[config.mk]
export PLATFORM = sky130hd
export DESIGN_NAME = tal_ctrl
export DESIGN_NICKNAME = d
export VERILOG_FILES = /design/src/hdl/tal_pkg.sv /design/src/hdl/tal_ctrl.sv
export VERILOG_INCLUDE_DIRS = /design/src /design/src/hdl
export SDC_FILE = /design/constraint.sdc
export NUM_CORES = 1
export LEC_CHECK = 0
export BUFFER_PORTS_ARGS = -buffer_cell sky130_fd_sc_hd__buf_2
export CORE_UTILIZATION = 55
export CTS_BUF_LIST = sky130_fd_sc_hd__clkbuf_16
export CTS_CLUSTER_DIAMETER = 100
export DETAILED_ROUTE_END_ITERATION = 10
export PLACE_DENSITY = 0.88
export SYNTH_ARGS = -nofsm -noshare
export SYNTH_HDL_FRONTEND = slang
export SYNTH_SLANG_ARGS = --single-unit
[constraint.sdc]
create_clock -name clk_i -period 1.8 [get_ports clk_i]
set_input_delay 0.09 -clock clk_i [delete_from_list [all_inputs] [get_ports clk_i]]
set_output_delay 0.09 -clock clk_i [all_outputs]
set_load 0.1 [all_outputs]
[src/hdl/twist_acceleration_limiter_unit_macros.svh]
// assertion macros for the twist acceleration limiter
// used by the controller and top level; no other dependencies
`ifndef TWIST_ACCELERATION_LIMITER_UNIT_MACROS_SVH
`define TWIST_ACCELERATION_LIMITER_UNIT_MACROS_SVH
// assert an implication on the same edge
`define TAL_ASSERT_IMP(label, clk, rstn, a, b) \
  label: assert property (@(posedge clk) disable iff (!rstn) (a) |-> (b)) \
    else $error("assertion failed");
// assert an implication on the next edge
`define TAL_ASSERT_NXT(label, clk, rstn, a, b) \
  label: assert property (@(posedge clk) disable iff (!rstn) (a) |=> (b)) \
    else $error("assertion failed");
`endif

[src/hdl/tal_pkg.sv]
// shared types and constants for the twist acceleration limiter
// no dependencies
package tal_pkg;
  localparam int unsigned CfgIdxW = 2;
  localparam int unsigned CfgDataW = 31;
  localparam logic [1:0] CfgMode = 2'd0;
  localparam logic [1:0] CfgRate = 2'd1;
  localparam logic [1:0] CfgMaxLin = 2'd2;
  localparam logic [1:0] CfgMaxAng = 2'd3;
  localparam logic [1:0] ModeFree = 2'd1;
  localparam logic [1:0] ModeActive = 2'd2;
  localparam logic [13:0] RateReset = 14'd100;
  localparam logic [30:0] MaxReset = 31'd65536;
  localparam int unsigned SqrtSteps = 34;
  localparam int unsigned DivSteps = 64;

  typedef enum logic [3:0] {
    ST_IDLE, ST_SQ, ST_SQRT, ST_ACC, ST_DIV, ST_STEP, ST_NEXT, ST_OUT
  } tal_state_e;

  typedef struct packed {
    logic load;
    logic sq_start;
    logic sqrt_step;
    logic acc_calc;
    logic div_init;
    logic div_step;
    logic comp_done;
    logic vec_done;
    logic sel_ang;
    logic [1:0] comp;
  } tal_cmd_t;

  typedef struct packed {
    logic over;
  } tal_sts_t;
endpackage

[src/hdl/tal_ctrl.sv]
// controller state machine sequencing the datapath
// depends on tal_pkg and the macros header
`include "twist_acceleration_limiter_unit_macros.svh"
module tal_ctrl import tal_pkg::*; (
  input  logic clk_i,
  input  logic rst_ni,
  input  logic [1:0] mode_i,
  input  logic in_valid_i,
  output logic in_ready_o,
  output logic out_valid_o,
  input  logic out_ready_i,
  output logic kind_o,
  input  tal_sts_t sts_i,
  output tal_cmd_t cmd_o
);
  tal_state_e state_q, state_d;
  logic [6:0] cnt_q, cnt_d;
  logic ang_q, ang_d;
  logic [1:0] comp_q, comp_d;
  logic kind_q, kind_d;

  always_ff @(posedge clk_i or negedge rst_ni) begin
    if (!rst_ni) begin
      state_q <= ST_IDLE;
      cnt_q <= '0;
      ang_q <= 1'b0;
      comp_q <= '0;
      kind_q <= 1'b0;
    end else begin
      state_q <= state_d;
      cnt_q <= cnt_d;
      ang_q <= ang_d;
      comp_q <= comp_d;
      kind_q <= kind_d;
    end
  end

  always_comb begin
    state_d = state_q;
    cnt_d = cnt_q;
    ang_d = ang_q;
    comp_d = comp_q;
    kind_d = kind_q;
    cmd_o = '0;
    cmd_o.sel_ang = ang_q;
    cmd_o.comp = comp_q;
    in_ready_o = 1'b0;
    out_valid_o = 1'b0;
    case (state_q)
      ST_IDLE: begin
        in_ready_o = 1'b1;
        if (in_valid_i) begin
          if (mode_i == ModeFree) begin
            kind_d = 1'b0;
            state_d = ST_OUT;
          end else if (mode_i == ModeActive) begin
            kind_d = 1'b1;
            cmd_o.load = 1'b1;
            ang_d = 1'b0;
            state_d = ST_SQ;
          end
        end
      end
      ST_SQ: begin
        cmd_o.sq_start = 1'b1;
        cnt_d = '0;
        state_d = ST_SQRT;
      end
      ST_SQRT: begin
        cnt_d = cnt_q + 7'd1;
        if (cnt_q >= 7'd3) cmd_o.sqrt_step = 1'b1;
        if (cnt_q == 7'(SqrtSteps + 2)) state_d = ST_ACC;
      end
      ST_ACC: begin
        cmd_o.acc_calc = 1'b1;
        comp_d = '0;
        state_d = ST_DIV;
        cnt_d = '0;
      end
      ST_DIV: begin
        if (cnt_q == '0) begin
          if (!sts_i.over) begin
            state_d = ST_NEXT;
          end else begin
            cmd_o.div_init = 1'b1;
            cnt_d = 7'd1;
          end
        end else begin
          cmd_o.div_step = 1'b1;
          cnt_d = cnt_q + 7'd1;
          if (cnt_q == 7'(DivSteps)) state_d = ST_STEP;
        end
      end
      ST_STEP: begin
        cmd_o.comp_done = 1'b1;
        cnt_d = 7'd0;
        if (comp_q == 2'd2) begin
          state_d = ST_NEXT;
        end else begin
          comp_d = comp_q + 2'd1;
          cnt_d = 7'd0;
          state_d = ST_DIV;
        end
      end
      ST_NEXT: begin
        cmd_o.vec_done = 1'b1;
        if (ang_q) begin
          state_d = ST_OUT;
        end else begin
          ang_d = 1'b1;
          state_d = ST_SQ;
        end
      end
      ST_OUT: begin
        out_valid_o = 1'b1;
        if (out_ready_i) state_d = ST_IDLE;
      end
      default: state_d = ST_IDLE;
    endcase
  end

  assign kind_o = kind_q;

  `TAL_ASSERT_IMP(a_excl, clk_i, rst_ni, out_valid_o, !in_ready_o)
  `TAL_ASSERT_NXT(a_hold, clk_i, rst_ni, out_valid_o && !out_ready_i, out_valid_o)
  `TAL_ASSERT_IMP(a_cmd, clk_i, rst_ni, cmd_o.div_step, !cmd_o.sqrt_step)
endmodule

==> metrics.md <==
| Metric | Value |
|---|---|
| H-Tree Depth | `1` |
| Setup slack, reg-to-reg | `110 ps` |
| Worst path bufs/invs | `2` |
| Slew @ Worst Pin | `484 ps` |
| Global route overflow | `0` |
| Initial antenna violation count | `0` |
| Synth warn | `0` |
| WP depth | `4` |
| Most frequent cells in the layout | `buf_4, nor2_1, dfrtp_1, buf_2, buf_12` |
| Area of the core | `1960 um^2` |
| Hold Vio Cnt, Final | `0` |
| Routed wire per std cell | `18.6 um` |
| Pin count of the biggest net entering global routing | `15` |
| Final net count | `182` |
| Sink Count | `14` |
| Chip width | `47.8 um` |
| Die height | `47.8 um` |
| Most common library cell in the layout ignoring fill and taps | `buf_4` |
| Worst Setup Start Kind | `register` |
| Clock skew | `2.76 ps` |
| Cells along the critical path | `buf_4 > nor3_4 > and3_4 > buf_12` |
| Crit Path Class | `register to output port` |
| Slew Limit Fails | `0` |
| Total Wirelength | `3630 um` |
| Port bufs | `20` |
| Worst setup EP type | `output port` |
| DPL Wire Length | `2280 um` |
| # Max-Cap Violations | `0` |
| Post-Syn Area | `1150 um^2` |
| Worst slew margin relative to its limit | `68.0%` |
| Syn Inst Count | `139` |
| Final setup vio count | `0` |
| Clock Path Buffers | `2` |
| Filler instances | `125` |
| Distinct cells, synth | `42` |
| Worst path top cell family by delay | `simple AND/OR/NAND/NOR gates` |
| Critical Path RT | `1710 ps` |
| Antenna viol nets, final | `0` |
| Worst-skew pair later-pin latency | `250 ps` |
| GP Congestion | `0.997` |
| First-pass GRT wire length | `5360 um` |
| Share of post-route cells with drive strength above 1 | `36.9%` |
| Global-route usage over all layers | `34.5%` |
| Site Rows | `16` |
| Vias in the first global route | `1,165` |
| First-pass detailed-route iteration total | `5` |
| Critical path peak fanout | `11` |
| Final period utilization | `98.7%` |
| Sequential area share after synthesis | `30.4%` |
| Vias | `1,282` |
| Die Area | `2280 um^2` |
| Hold Crit Class | `input port to register` |
| Max Freq | `563 MHz` |
| Clk Tree Root Cell | `clkbuf_16` |
| Initial drt markers | `123` |
| Register bit total from synthesis | `14` |
| FF/Latch Area | `355 um^2` |
| Fin util | `83.4%` |
| Ports | `21` |
| CP max stage cell | `dfrtp_2` |
| Diode count | `0` |
| Clock buffer count from CTS | `3` |
| Outcome | `completed` |
| Setup TNS Final | `0 ps` |
| Vias per Instance | `6.57` |
| Crit path time final | `1780 ps` |
| CTS tree | `built` |
| Syn_nets | `152` |
| Multi-input logic area | `768 um^2` |
| Dpl ws | `57.4 ps` |
| Critical Path Source | `state_q[0]$_DFFE_PN0P_` |
| Synthesized area per cell | `8.28 um^2` |
| Worst-path clk slew | `50 ps` |
| Hold path startpoint | `out_ready_i` |
| # DRC | `0` |
| Crit-path max cell delay | `500 ps` |
| Crit path arrival time | `1690 ps` |
| R2R Path Start | `cnt_q[0]$_DFFE_PN0P_` |
| R2r worst-path depth | `7` |
| Final worst setup slack | `23.3 ps` |
| Initial Utilization | `58.7%` |
| Area Overhead vs Synth | `42.1%` |
| Hold Crit Depth | `2` |
[metrics by stage]
step | cell area [um^2] | std cells | hold slack, ps
after floorplan | 1190 | 139 | -206
after global placement | 1470 | 184 | 12.0
after detailed placement | 1470 | 184 | 13.9
after CTS | 1580 | 191 | 113
after global routing | 1640 | 195 | 160
final | 1640 | 195 | 125
[flip-flops by register name (all words and copies together), names as in the netlist]
name	count
state_q	3
ang_q	1
cnt_q	7
kind_o	1
comp_q	2
[layer usage]
layer | vias to the layer above | share of wire (%) | track usage [%]
li1 | 558 | - | -
met1 | 590 | 38 | 39.5
met2 | 113 | 47 | 55.1
met3 | 21 | 11 | 11.7
met4 | 0 | 4.2 | 21.1
met5 | - | 0 | 0
[final cells by class]
cell class / instances / area share, %
multi-input cells: 105 / 47.0
repair buffers: 34 / 21.9
flip-flops and latches: 14 / 21.7
clock buffers: 3 / 4.59
inverters: 11 / 2.52
well taps: 27 / 2.07
clock inverters: 1 / 0.230
[what timing repair did]
item / in CTS / in global routing
gates resized for setup: 4 / 7
hold buffers: 1 / 0
endpoints found under the hold margin: 14 / 0
pin swaps: 0 / 2
setup buffers: 2 / 4
endpoints found under the setup margin: 3 / 4
[synthesized netlist by cell type]
library cell | number | share of area, %
a211oi_1 | 1 | 0.65
a21boi_1 | 1 | 0.65
a21oi_1 | 7 | 3.0
a221oi_1 | 1 | 0.76
a311oi_1 | 1 | 0.76
a31oi_1 | 8 | 4.3
a32o_1 | 1 | 0.87
a32o_2 | 1 | 0.98
a41oi_1 | 1 | 0.76
and2_1 | 2 | 1.1
and2_2 | 1 | 0.65
and3_1 | 3 | 1.6
and3_2 | 1 | 0.65
and4_2 | 1 | 0.87
buf_2 | 6 | 2.6
buf_4 | 3 | 2.0
dfrtp_1 | 14 | 30
ha_1 | 6 | 6.5
inv_1 | 11 | 3.6
nand2_1 | 8 | 2.6
nand2_2 | 1 | 0.54
nand2b_1 | 5 | 2.7
nand3_1 | 1 | 0.43
nor2_1 | 13 | 4.2
nor2b_1 | 4 | 2.2
nor2b_2 | 1 | 0.76
nor3_1 | 6 | 2.6
nor3_2 | 1 | 0.87
nor3_4 | 1 | 1.4
nor3b_1 | 1 | 0.65
nor3b_2 | 1 | 1.1
nor4_1 | 1 | 0.54
o211ai_1 | 1 | 0.65
o21ai_0 | 4 | 1.7
o21ai_1 | 5 | 2.2
o22ai_1 | 2 | 1.1
o2bb2ai_1 | 1 | 0.76
o311ai_1 | 4 | 3.0
o31ai_1 | 1 | 0.65
o32ai_2 | 2 | 2.8
or3_1 | 1 | 0.54
xor2_1 | 4 | 3.0
[worst reg2reg max path, delay by kind of cell, from the launching register on]
kind | cells | cell delay, ps
and+or+nand+nor | 2 | 540
DFF | 1 | 420
buffers and inverters | 2 | 260
AOI/OAI and AO/OA | 2 | 230
adders and majority gates | 1 | 140
[logic make-up (layout without fill, tap and decap cells)]
family	Yosys count	count (layout)	share of synthesized area (%)
flops	14	14	30.4
simple gates	53	53	26.1
compound gates	42	42	25.8
fa+ha+maj	6	6	6.52
buf+inv	20	49	8.15
xor+xnor	4	4	3.04
[path summary, 6_finish.rpt]
kind	endpoint
worst max-delay path	cmd_o[10]
min in group asynchronous	cnt_q[0]$_DFFE_PN0P_
worst min register to register	kind_o$_DFFE_PN0P_
worst max register to register	state_q[0]$_DFFE_PN0P_
max in group asynchronous	cnt_q[1]$_DFFE_PN0P_
worst min-delay path	state_q[0]$_DFFE_PN0P_
Power is not shown: default switching activity piles up to over one toggle a cycle in this logic, so the estimate is an artifact.
